$ cat src/rtl/core/tsfs_pkg.sv
// ----------------------------------------------------------------------------
// tsfs_pkg
// Shared types for the thread slot scheduler: operation and status codes,
// command and result words, controller states.
// ----------------------------------------------------------------------------
package tsfs_pkg;

    typedef enum logic [1:0] {
        OP_SPAWN = 2'd0,
        OP_YIELD = 2'd1,
        OP_SCHED = 2'd2,
        OP_EXIT  = 2'd3
    } t_op;

    typedef enum logic [2:0] {
        ST_OK        = 3'd0,
        ST_NO_FREE   = 3'd1,
        ST_BAD_ID    = 3'd2,
        ST_NOT_VALID = 3'd3,
        ST_EXITED    = 3'd4
    } t_status;

    typedef struct packed {
        t_op        operation;
        logic [5:0] target;
    } t_sched_in;

    typedef struct packed {
        t_status    status;
        logic [3:0] result_id;
        logic [3:0] running_id;
        logic [4:0] queue_count;
    } t_sched_out;

    typedef enum logic [2:0] {
        S_IDLE,
        S_DECODE,
        S_SCAN,
        S_UNLINK,
        S_APPEND
    } t_state;

endpackage

$ cat src/rtl/core/tsfs_link_ram.sv
// ----------------------------------------------------------------------------
// tsfs_link_ram
// Link memory: one write port, one clear port, one registered read port.
// A per-entry valid bit, cleared at reset and by the clear port, marks entries never written.
// ----------------------------------------------------------------------------
module tsfs_link_ram #(
    parameter int DEPTH = 16,
    parameter int WIDTH = 5
) (
    input  logic             i_clk,
    input  logic             i_rst_n,
    input  logic [$bits(logic [((DEPTH > 1) ? $clog2(DEPTH) : 1)*3+WIDTH+1:0])-1:0] i_req,
    output logic [WIDTH-1:0] o_rdata,
    output logic             o_rvalid
);

    localparam int AW = (DEPTH > 1) ? $clog2(DEPTH) : 1;

    typedef struct packed {
        logic             we;
        logic [AW-1:0]    waddr;
        logic [WIDTH-1:0] wdata;
        logic             clr;
        logic [AW-1:0]    caddr;
        logic [AW-1:0]    raddr;
    } t_link_req;

    t_link_req        req;
    logic [WIDTH-1:0] r_mem [DEPTH];
    logic [DEPTH-1:0] r_vld, n_vld;
    logic [WIDTH-1:0] r_rdata;
    logic             r_rvld;

    assign req = t_link_req'(i_req);

    always_ff @(posedge i_clk) begin
        if (req.we) begin
            r_mem[req.waddr] <= req.wdata;
        end
        r_rdata <= r_mem[req.raddr];
    end

    // write wins over a clear of the same entry
    always_comb begin
        n_vld = r_vld;
        if (req.clr) begin
            n_vld[req.caddr] = 1'b0;
        end
        if (req.we) begin
            n_vld[req.waddr] = 1'b1;
        end
    end

    always_ff @(posedge i_clk) begin
        if (!i_rst_n) begin
            r_vld  <= '0;
            r_rvld <= 1'b0;
        end else begin
            r_vld  <= n_vld;
            r_rvld <= r_vld[req.raddr];
        end
    end

    assign o_rdata  = r_rdata;
    assign o_rvalid = r_rvld;

endmodule

$ cat src/rtl/core/thread_slot_fifo_scheduler.sv
// ----------------------------------------------------------------------------
// thread_slot_fifo_scheduler
// Thread slot scheduler with a round-robin spawn search and a FIFO ready
// queue kept as a doubly linked list in two link memories.
// ----------------------------------------------------------------------------
// One operation at a time: a command word is taken when start is high and
// busy is low, and its result word appears on o_result with o_done high for
// a single cycle, in the first cycle that busy is low again; the receiver
// cannot stall it. Errors, halted operations, a yield to the running slot and
// a sched with an empty queue finish in decode; exit goes through decode and
// unlink (decode only, when the last thread exits and the block halts); other
// yields and scheds go through decode, unlink from the link memories and
// append of the old running slot. Spawn goes through decode and then the
// free-slot search, which looks at one slot per cycle starting after the last
// slot spawned. Each link update is one read-modify-write pass through the
// prev and next link memories.
// ----------------------------------------------------------------------------
module thread_slot_fifo_scheduler #(
    parameter int THREAD_SLOTS = 16
) (
    input  logic                   i_clk,
    input  logic                   i_rst_n,
    input  logic                   start,
    input  tsfs_pkg::t_sched_in    i_cmd,
    output logic                   busy,
    output logic                   o_done,
    output tsfs_pkg::t_sched_out   o_result
);

    import tsfs_pkg::*;

    localparam int SW = (THREAD_SLOTS > 1) ? $clog2(THREAD_SLOTS) : 1;
    localparam int LW = SW + 1;
    localparam int CW = $clog2(THREAD_SLOTS + 1);
    localparam int TW = 7;

    localparam logic [LW-1:0]           LNONE     = {1'b1, {SW{1'b0}}};
    localparam logic [SW-1:0]           LAST_ID   = SW'(THREAD_SLOTS - 1);
    localparam logic [CW-1:0]           SLOTS_C   = CW'(THREAD_SLOTS);
    localparam logic [CW-1:0]           SCAN_LAST = CW'(THREAD_SLOTS - 1);
    localparam logic [TW-1:0]           SLOTS_T   = TW'(THREAD_SLOTS);
    localparam logic [THREAD_SLOTS-1:0] VALID_RST = THREAD_SLOTS'(1);

    typedef struct packed {
        logic          we;
        logic [SW-1:0] waddr;
        logic [LW-1:0] wdata;
        logic          clr;
        logic [SW-1:0] caddr;
        logic [SW-1:0] raddr;
    } t_link_req;

    function automatic logic [3:0] id4(input logic [SW-1:0] id);
        logic [SW+3:0] w;
        w = {4'b0000, id};
        return w[3:0];
    endfunction

    function automatic logic [4:0] cnt5(input logic [CW-1:0] c);
        logic [CW+4:0] w;
        w = {5'b00000, c};
        return w[4:0];
    endfunction

    // control state
    t_state                  r_state, n_state;
    logic [THREAD_SLOTS-1:0] r_slot_valid, n_slot_valid;
    logic [LW-1:0]           r_head, n_head;
    logic [LW-1:0]           r_tail, n_tail;
    logic [CW-1:0]           r_count, n_count;
    logic [SW-1:0]           r_cur, n_cur;
    logic [SW-1:0]           r_last, n_last;
    logic                    r_halted, n_halted;
    logic                    r_done, n_done;

    // working registers
    t_op                     r_op, n_op;
    logic [5:0]              r_target, n_target;
    logic [SW-1:0]           r_tgt, n_tgt;
    logic [SW-1:0]           r_old, n_old;
    logic                    r_requeue, n_requeue;
    logic [SW-1:0]           r_scan, n_scan;
    logic [CW-1:0]           r_scan_cnt, n_scan_cnt;
    t_sched_out              r_res, n_res;

    t_link_req               prev_req, next_req;
    logic [LW-1:0]           prev_rdata, next_rdata;
    logic                    prev_rvalid, next_rvalid;
    logic [LW-1:0]           lp, ln;

    logic [SW-1:0]           tid;
    logic                    tgt_in_range;
    logic                    head_none;
    logic                    dec_scan;
    logic                    dec_link;
    logic [SW-1:0]           dec_tgt;
    logic                    scan_free;
    logic                    scan_end;

    t_status                 fin_status;
    logic [SW-1:0]           fin_rid;

    tsfs_link_ram #(
        .DEPTH (THREAD_SLOTS),
        .WIDTH (LW)
    ) u_prev_ram (
        .i_clk    (i_clk),
        .i_rst_n  (i_rst_n),
        .i_req    (prev_req),
        .o_rdata  (prev_rdata),
        .o_rvalid (prev_rvalid)
    );

    tsfs_link_ram #(
        .DEPTH (THREAD_SLOTS),
        .WIDTH (LW)
    ) u_next_ram (
        .i_clk    (i_clk),
        .i_rst_n  (i_rst_n),
        .i_req    (next_req),
        .o_rdata  (next_rdata),
        .o_rvalid (next_rvalid)
    );

    // decode helpers
    assign tid          = r_target[SW-1:0];
    assign tgt_in_range = {1'b0, r_target} < SLOTS_T;
    assign head_none    = r_head[SW];
    assign dec_scan     = !r_halted && (r_op == OP_SPAWN);
    assign dec_link     = !r_halted && (
                              ((r_op == OP_YIELD) && tgt_in_range && r_slot_valid[tid]
                                                  && (tid != r_cur))
                           || ((r_op == OP_SCHED) && !head_none)
                           || ((r_op == OP_EXIT)  && !head_none));
    assign dec_tgt      = (r_op == OP_YIELD) ? tid : r_head[SW-1:0];
    assign scan_free    = !r_slot_valid[r_scan];
    assign scan_end     = scan_free || (r_scan_cnt == SCAN_LAST);

    // entries never written, or cleared, read as no link
    assign lp = prev_rvalid ? prev_rdata : LNONE;
    assign ln = next_rvalid ? next_rdata : LNONE;

    assign busy     = (r_state != S_IDLE);
    assign o_done   = r_done;
    assign o_result = r_res;

    // next state
    always_comb begin
        n_state = r_state;
        unique case (r_state)
            S_IDLE: begin
                if (start) begin
                    n_state = S_DECODE;
                end
            end
            S_DECODE: begin
                priority if (dec_scan) begin
                    n_state = S_SCAN;
                end else if (dec_link) begin
                    n_state = S_UNLINK;
                end else begin
                    n_state = S_IDLE;
                end
            end
            S_SCAN: begin
                if (scan_end) begin
                    n_state = S_IDLE;
                end
            end
            S_UNLINK: begin
                n_state = r_requeue ? S_APPEND : S_IDLE;
            end
            S_APPEND: begin
                n_state = S_IDLE;
            end
            default: begin
                n_state = S_IDLE;
            end
        endcase
    end

    // datapath and link memory requests
    always_comb begin
        n_slot_valid = r_slot_valid;
        n_head       = r_head;
        n_tail       = r_tail;
        n_count      = r_count;
        n_cur        = r_cur;
        n_last       = r_last;
        n_halted     = r_halted;
        n_op         = r_op;
        n_target     = r_target;
        n_tgt        = r_tgt;
        n_old        = r_old;
        n_requeue    = r_requeue;
        n_scan       = r_scan;
        n_scan_cnt   = r_scan_cnt;
        n_res        = r_res;
        n_done       = 1'b0;
        fin_status   = ST_OK;
        fin_rid      = '0;

        prev_req       = '0;
        next_req       = '0;
        prev_req.raddr = dec_tgt;
        next_req.raddr = dec_tgt;

        unique case (r_state)
            S_IDLE: begin
                if (start) begin
                    n_op     = i_cmd.operation;
                    n_target = i_cmd.target;
                end
            end

            S_DECODE: begin
                n_tgt = dec_tgt;
                if (r_halted) begin
                    n_done     = 1'b1;
                    fin_status = ST_EXITED;
                end else begin
                    unique case (r_op)
                        OP_SPAWN: begin
                            n_scan     = (r_last == LAST_ID) ? '0 : r_last + SW'(1);
                            n_scan_cnt = '0;
                        end
                        OP_YIELD: begin
                            n_requeue = 1'b1;
                            priority if (!tgt_in_range) begin
                                n_done     = 1'b1;
                                fin_status = ST_BAD_ID;
                            end else if (!r_slot_valid[tid]) begin
                                n_done     = 1'b1;
                                fin_status = ST_NOT_VALID;
                            end else if (tid == r_cur) begin
                                n_done  = 1'b1;
                                fin_rid = r_cur;
                            end
                        end
                        OP_SCHED: begin
                            n_requeue = 1'b1;
                            if (head_none) begin
                                n_done  = 1'b1;
                                fin_rid = r_cur;
                            end
                        end
                        OP_EXIT: begin
                            n_requeue           = 1'b0;
                            n_slot_valid[r_cur] = 1'b0;
                            if (head_none) begin
                                n_halted   = 1'b1;
                                n_done     = 1'b1;
                                fin_status = ST_EXITED;
                            end
                        end
                        default: begin
                            n_done = 1'b0;
                        end
                    endcase
                end
            end

            S_SCAN: begin
                priority if (scan_free) begin
                    n_slot_valid[r_scan] = 1'b1;
                    n_last               = r_scan;
                    // append the new slot at the tail
                    prev_req.we    = 1'b1;
                    prev_req.waddr = r_scan;
                    prev_req.wdata = r_tail;
                    next_req.clr   = 1'b1;
                    next_req.caddr = r_scan;
                    if (r_tail[SW]) begin
                        n_head = {1'b0, r_scan};
                    end else begin
                        next_req.we    = 1'b1;
                        next_req.waddr = r_tail[SW-1:0];
                        next_req.wdata = {1'b0, r_scan};
                    end
                    n_tail  = {1'b0, r_scan};
                    n_count = r_count + CW'(1);
                    n_done  = 1'b1;
                    fin_rid = r_scan;
                end else if (scan_end) begin
                    n_done     = 1'b1;
                    fin_status = ST_NO_FREE;
                end else begin
                    n_scan     = (r_scan == LAST_ID) ? '0 : r_scan + SW'(1);
                    n_scan_cnt = r_scan_cnt + CW'(1);
                end
            end

            S_UNLINK: begin
                n_old = r_cur;
                n_cur = r_tgt;
                // a slot with no predecessor that is not the head is not queued
                if (!((r_head != {1'b0, r_tgt}) && lp[SW])) begin
                    if (lp[SW]) begin
                        n_head = ln;
                    end else begin
                        next_req.we    = 1'b1;
                        next_req.waddr = lp[SW-1:0];
                        next_req.wdata = ln;
                    end
                    if (ln[SW]) begin
                        n_tail = lp;
                    end else begin
                        prev_req.we    = 1'b1;
                        prev_req.waddr = ln[SW-1:0];
                        prev_req.wdata = lp;
                    end
                    prev_req.clr   = 1'b1;
                    prev_req.caddr = r_tgt;
                    next_req.clr   = 1'b1;
                    next_req.caddr = r_tgt;
                    if (r_count != '0) begin
                        n_count = r_count - CW'(1);
                    end
                end
                if (!r_requeue) begin
                    n_done  = 1'b1;
                    fin_rid = r_cur;
                end
            end

            S_APPEND: begin
                prev_req.we    = 1'b1;
                prev_req.waddr = r_old;
                prev_req.wdata = r_tail;
                next_req.clr   = 1'b1;
                next_req.caddr = r_old;
                if (r_tail[SW]) begin
                    n_head = {1'b0, r_old};
                end else begin
                    next_req.we    = 1'b1;
                    next_req.waddr = r_tail[SW-1:0];
                    next_req.wdata = {1'b0, r_old};
                end
                n_tail  = {1'b0, r_old};
                n_count = r_count + CW'(1);
                n_done  = 1'b1;
                fin_rid = r_old;
            end

            default: begin
                n_done = 1'b0;
            end
        endcase

        if (n_done) begin
            n_res.status      = fin_status;
            n_res.result_id   = id4(fin_rid);
            n_res.running_id  = id4(n_cur);
            n_res.queue_count = cnt5(n_count);
        end
    end

    always_ff @(posedge i_clk) begin
        if (!i_rst_n) begin
            r_state      <= S_IDLE;
            r_slot_valid <= VALID_RST;
            r_head       <= LNONE;
            r_tail       <= LNONE;
            r_count      <= '0;
            r_cur        <= '0;
            r_last       <= '0;
            r_halted     <= 1'b0;
            r_done       <= 1'b0;
        end else begin
            r_state      <= n_state;
            r_slot_valid <= n_slot_valid;
            r_head       <= n_head;
            r_tail       <= n_tail;
            r_count      <= n_count;
            r_cur        <= n_cur;
            r_last       <= n_last;
            r_halted     <= n_halted;
            r_done       <= n_done;
        end
    end

    always_ff @(posedge i_clk) begin
        r_op       <= n_op;
        r_target   <= n_target;
        r_tgt      <= n_tgt;
        r_old      <= n_old;
        r_requeue  <= n_requeue;
        r_scan     <= n_scan;
        r_scan_cnt <= n_scan_cnt;
        r_res      <= n_res;
    end

    // checks
    a_count_max: assert property (@(posedge i_clk) disable iff (!i_rst_n)
        r_count <= SLOTS_C)
        else $error("ready queue count above slot count");

    a_run_valid: assert property (@(posedge i_clk) disable iff (!i_rst_n)
        (r_state == S_IDLE && !r_halted) |-> r_slot_valid[r_cur])
        else $error("running slot is not valid");

    a_done_on_finish: assert property (@(posedge i_clk) disable iff (!i_rst_n)
        $fell(busy) |-> o_done)
        else $error("operation finished without a result word");

    a_halt_empty: assert property (@(posedge i_clk) disable iff (!i_rst_n)
        r_halted |-> (r_count == '0 && head_none))
        else $error("halted with threads still queued");

endmodule
$ cat config.mk
export PLATFORM = sky130hd
export DESIGN_NAME = thread_slot_fifo_scheduler
export DESIGN_NICKNAME = d
export VERILOG_FILES = /design/src/rtl/core/tsfs_pkg.sv /design/src/rtl/core/tsfs_link_ram.sv /design/src/rtl/core/thread_slot_fifo_scheduler.sv
export SDC_FILE = /design/constraint.sdc
export NUM_CORES = 1
export LEC_CHECK = 0
export BUFFER_PORTS_ARGS = -buffer_cell sky130_fd_sc_hd__buf_4
export CAP_MARGIN = 20
export CORE_MARGIN = 1
export CORE_UTILIZATION = 40
export CTS_CLUSTER_SIZE = 28
export DETAILED_ROUTE_END_ITERATION = 8
export GPL_TIMING_DRIVEN = 0
export PLACE_DENSITY = 0.56
export SYNTH_ARGS = -nofsm -noshare
export SYNTH_HDL_FRONTEND = slang
export SYNTH_SLANG_ARGS = --single-unit
$ cat constraint.sdc
create_clock -name i_clk -period 6.7 [get_ports i_clk]
set_input_delay 0.67 -clock i_clk [delete_from_list [all_inputs] [get_ports i_clk]]
set_output_delay 0.67 -clock i_clk [all_outputs]
set_load 0.01 [all_outputs]
======== After elaboration in Yosys (flattened, before gate mapping) ========
Memory sizes are Yosys's and may differ from the RTL's. A register that Yosys moved wholly into a read port is not among the register bits.
Cells that the tools add are included.
storage, ports and cells
  register bits after elaboration ......... 120
  memory bits (writable) .................. 160
  output and inout port bits .............. 18
  logic and storage cells ................. 229
  memories kept ........................... 2
memories
  name              depth  width  rd ports  clocked after Yosys merged registers in  write ports  line                 source
  u_next_ram.r_mem  16     5      1         1                                        1            tsfs_link_ram.sv:29  logic [WIDTH-1:0] r_mem [DEPTH];
  u_prev_ram.r_mem  16     5      1         1                                        1            tsfs_link_ram.sv:29
cells by class
  add/subtract/negate cells ............... 5
  order comparisons ....................... 15
  equal/unequal tests ..................... 26
  multiplexer cells ....................... 109
  bitwise gates (word level) .............. 11
  reductions and logical operators ........ 37
operators by type and width
  operator                                             count
  2-to-1 mux 16 bit                                    7
  2-to-1 mux 5 bit                                     18
  2-to-1 mux 4 bit                                     15
  2-to-1 mux 10 bit                                    5
  AND 16 bit                                           3
  NOT 16 bit                                           3
  OR 16 bit                                            3
  2-to-1 mux 15 bit                                    3
  one-hot mux 15 bit (3 select lines)                  1
  one-hot mux 5 bit (3 select lines)                   3
  < comparator 4 x 5 -> 1 bit, second input constant   8
  one-hot mux 16 bit (2 select lines)                  1
  one-hot mux 10 bit (3 select lines)                  1
  != test 2 bit, second input constant                 13
  2-to-1 mux 1 bit                                     25
  demux 1 bit (select 4 bit)                           6
  >= comparator 4 x 1 -> 1 bit, second input constant  6
  2-to-1 mux 3 bit                                     6
  binary-select mux 1 bit (select 4 bit)               4
  one-hot mux 4 bit (2 select lines)                   2
  one-hot mux 4 bit (4 select lines)                   1
  logical AND 1 bit                                    14
  one-hot mux 3 bit (2 select lines)                   2
  one-hot mux 3 bit (4 select lines)                   1
  other kinds (32)                                     52

======== Depth between registers and ports, before layout ========
  depth in word-level cells ............... 13
  mapped depth ............................ 11
  gate-level depth less buffers ........... 9

======== By module ========
Synthesis repeated with hierarchy kept, for this count alone.
unflattened totals
  cells, all modules ...................... 976
  area total of the unflattened synthesis .. 13,003.7 um^2
by module, submodules not included
  module                      instances  cells each  area an instance (um^2)
  tsfs_link_ram               2          232         4,071.4
  thread_slot_fifo_scheduler  1          512         4,860.9

======== Worst setup path before layout ========
Ideal clock, no wire load.
  path type ............................... reg-to-reg
  from .................................... register r_scan[1]
  to ...................................... register r_scan[0], enable pin
  library setup time ...................... 0.390 ns
  arrival ................................. 2.534 ns
  required time ........................... 6.310 ns
  slack ................................... 3.776 ns
  stages on the path, launching flop included .. 9
  buffers on the path ..................... 2
  period minus slack after synthesis ...... 2.924 ns
  path through ............................ edfxtp_1 > buf_6 > buf_12 > mux2i_1 > mux4_2 > nand2b_1 > a21oi_1 > nor2_1 > a211oi_1
between the ends
  cells in the longest elaborated chain, start to end .. 6
  elaborated cells between the ends (all ways) .. 7
ends and longest elaborated chain
  item                                        line                               source
  from (decl)                                 thread_slot_fifo_scheduler.sv:82   logic [SW-1:0] r_scan, n_scan;
  from (signal assigned)                      thread_slot_fifo_scheduler.sv:388  r_scan <= n_scan;
  binary-select mux 1 bit (select 4 bit) (*)  thread_slot_fifo_scheduler.sv:136  assign scan_free = !r_slot_valid[r_scan];
  2-to-1 mux 1 bit (implied by the code) (*)  thread_slot_fifo_scheduler.sv:136
  logical NOT 1 bit                           thread_slot_fifo_scheduler.sv:136
  logical OR 1 bit                            thread_slot_fifo_scheduler.sv:137  assign scan_end = scan_free || (r_scan_cnt == SCAN_LAST);
  != test 2 bit (no line)                     -
  AND reduction 5 bit (no line) (*)           -
Mark *: on every way between the ends. The rest lies on a longest branch, timed or not. The select of a mux whose other input is x is not followed.
A chain may end at the register's enable or synchronous reset.

======== Worst setup path in the final report ========
  from .................................... register r_scan[1]
  to ...................................... memory u_prev_ram.r_mem[0][2], enable pin
between the ends
  cells in the longest elaborated chain, start to end .. 6
ends and longest elaborated chain
  item                                     line                               source
  binary-select mux 1 bit (select 4 bit)   thread_slot_fifo_scheduler.sv:136
  2-to-1 mux 1 bit (implied by the code)   thread_slot_fifo_scheduler.sv:136
  2-to-1 mux 10 bit (*)                    thread_slot_fifo_scheduler.sv:264  priority if (scan_free) begin
  one-hot mux 10 bit (3 select lines) (*)  thread_slot_fifo_scheduler.sv:208  unique case (r_state)
  2-to-1 mux 1 bit                         tsfs_link_ram.sv:37                if (req.we) begin
  2-to-1 mux 1 bit (implied by the code)   tsfs_link_ram.sv:38                r_mem[req.waddr] <= req.wdata;
  to (decl)                                tsfs_link_ram.sv:29
Marks and branches as above.

==> flow_metrics.tcl <==
set metrics [dict create \
    firstDrtPassIters 5 \
    num_vias 10300 \
    async_flop_share_pct 0 \
    antenna_found_initial 2 \
    fin_ws_ps 2830 \
    path_max_fanout 10 \
    power_frac_comb_pct 5.1 \
    slew_headroom_pct 30.0 \
    gp_congestion 0.928 \
    fmax_mhz 258 \
    synth-main-ff-cell "edfxtp_1" \
    die_w_microns 184 \
    hp-class "in2reg" \
    finalHoldViolations 0 \
    worst-path-stages 9 \
    met2_usage_pct 36.5 \
    finalMaxSlewViolations 0 \
    nets 1343 \
    ir_worst_vdd_mv 0.143 \
    worstSetupPathType "reg2reg" \
    reg2reg_depth 9 \
    drtIter0Drc 1194 \
    post_cts_buffers 0 \
    setup_violations 0 \
    synth_edf_count 202 \
    total_power_mw 4.10 \
    grt.busiest_layer "met1" \
    critPathArrivalTime_ps 4010 \
    io_pins 29 \
    root_buffer "clkbuf_16" \
    fin_skew_ps 29.8 \
    diodes 0 \
    p_int_mw 3.16 \
    initial_core_util_pct 40.8 \
    power.density_mw_per_mm2 268 \
    fp.dieArea_sq_mm 0.0340 \
    cts_tree "done" \
    worstSkewPairLatency_ps 530 \
    tightestPinTransition_ps 1040 \
    slowest_delay_ps 840 \
    pwr-share-clk_pct 47.3 \
    cts_made_buffers 34 \
    nFillCells 3040 \
    p_leak_nw 5.44 \
    cp.required_ps 6840 \
    pre_cts_ws_ps 2510 \
    maxCapViolations 0 \
    seqCellArea_sq_mm 0.00783 \
    period_share_pct 57.8 \
    ys_top_cells_by_area "edfxtp_1, dfxtp_1, nand2_1" \
    clk_pin_slew_worst_paths_ps 60 \
    timing.final.crit_period_ps 3870 \
    ys_ff_latch 290 \
    switching_share_pct 22.9 \
    synth.distinct_cells 79 \
    rsz0062_at_grt "false" \
    port_buffers 27 \
    netSwitchingPower_uw 937 \
    netlist_instances 1252 \
    seq_power_share_pct 47.5 \
    fin_util_pct 46.8 \
    grt_pass1_vias 9757 \
    synth_common_cells "nand2_1, edfxtp_1, dfxtp_1" \
    wire_per_inst_microns 22.7 \
    cp_slowest_cell "nor3_1" \
    cts_sinks 290 \
    avgSynthCellArea_sq_um 10.6 \
    crit_path_cell_trace "buf_6 -> buf_12 -> mux2i_1 -> a22oi_1 -> a21o_1 -> and2_1 -> a21o_1 -> o211ai_2 -> nor3_1" \
    h-tree-depth 2 \
    multi_input_area_sq_mm 0.00501 \
    yosysSeqAreaShare_pct 58.8 \
    hold_ws_ps 325 \
    synth_top_area_share_pct 45.6 \
    area_delta_synth_final_pct 14.8 \
    worst_setup_path_end_kind "flop" \
    grt_remaining_overflow 0 \
    grt_pass1_wl_microns 61300 \
    std_cell_rows 66 \
    drc 0 \
    post_drt_via_cell_ratio 5.77 \
    crit_path_start_kind "flop" \
    drive_above_1_share_pct 11.6 \
    antenna_left 0 \
    post_cts_resized 0 \
    grt_max_degree 18 \
    syn-cell-area_sq_mm 0.0133 \
    syn_nets 1277 \
    min_path_cells 1 \
    status "finished, final reports clean" \
    dieHeight_microns 184 \
    setup_tns_ps 0 \
    hpwl_microns 29200 \
    yosys.area.top_type "edfxtp_1" \
    clockBufferDepth 3 \
    path_delay_family "compound AO/OA/AOI/OAI gates" \
    grtUsageMet3_pct 3.81 \
    track_usage_pct 24.6 \
    core-area_sq_mm 0.0326 \
    grt_util_met1_pct 36.7 \
    worst_path_most_repeated_cell "a21o_1" \
    r2r_setup_slack_ps 2830 \
    finalWirelength_microns 40500 \
    worst-path-buf-inv 2 \
    holdBufCountCts 0 \
    ys_warn_count 0 \
    synth.most_common_cell "nand2_1" \
]
==> metal layers <==
| layer | wire length, microns | up-vias |
|---|---|---|
| li1 | - | 4736 |
| met1 | 18800 | 5078 |
| met2 | 17900 | 434 |
| met3 | 3000 | 61 |
| met4 | 916 | 2 |
| met5 | 13 | - |
==> worst paths after layout <==
check | from | to
max | r_scan[1]$_DFFE_PP_ | u_prev_ram.r_mem[0][2]$_DFFE_PP_
max reg2reg | r_scan[1]$_DFFE_PP_ | u_prev_ram.r_mem[0][2]$_DFFE_PP_
min reg2reg | r_cur[0]$_SDFF_PN0_ | r_old[0]$_DFFE_PP_
min | i_cmd[4] | r_target[4]$_DFFE_PP_
==> kinds of logic after synthesis <==
logic type,count (synthesis),synth area share (%)
adder cells (fa/ha/maj),14,1.32
flip-flops,290,58.8
AO/OA/AOI/OAI,278,15.2
XOR/XNOR,13,0.855
AND/OR/NAND/NOR,521,17.9
buffers and inverters,114,3.65
multiplexers,22,2.27
==> stage by stage <==
stage	instances	area, sq um
floorplan	1252	13300
global placement	1721	14100
detailed placement	1722	14100
CTS	1784	15300
global route	1786	15300
finish	1786	15300
==> state kept, by name (all words and copies together) (netlist names), 6 cells and up <==
register / count
u_next_ram.r_mem: 80
r_target: 6
u_next_ram.r_vld: 16
r_slot_valid: 16
u_prev_ram.r_mem: 80
u_prev_ram.r_vld: 16
o_result: 16
==> layout make-up <==
type | instances | share of cell area, %
tap | 442 | 3.62
multi-input combinational | 848 | 32.8
clock inverter | 15 | 1.33
timing repair buffer | 30 | 1.47
sequential | 290 | 51.2
inverter | 37 | 0.909
clock buffer | 47 | 6.35
buffer | 77 | 2.28
==> power groups by stage <==
stage	Clock [mW]	Combinational (mW)	Sequential, mW
after floorplan	0	0.122	1.98
after global placement	0	0.205	1.99
after detailed placement	0	0.206	1.99
after CTS	1.96	0.206	1.95
after global routing	2.04	0.226	1.95
final	1.94	0.210	1.95
==> cells in the final DEF (no fill, tap or decap), types with 10 or more instances in the layout <==
cell / n
nor2_1: 65
dfxtp_1: 88
o21ai_0: 29
edfxtp_1: 202
a211oi_1: 14
nor2b_1: 12
mux2i_1: 13
a31oi_1: 32
o211ai_1: 13
a22o_1: 10
a311oi_1: 36
and3_1: 44
inv_1: 33
buf_4: 33
xnor2_1: 11
and2_1: 11
nand2_1: 270
o21a_1: 11
a21oi_1: 57
clkbuf_16: 35
nor3_1: 21
clkbuf_1: 63
o21ai_1: 13
ha_1: 14
nand3_1: 55
Note: power is estimated with default switching activity, not from simulation.
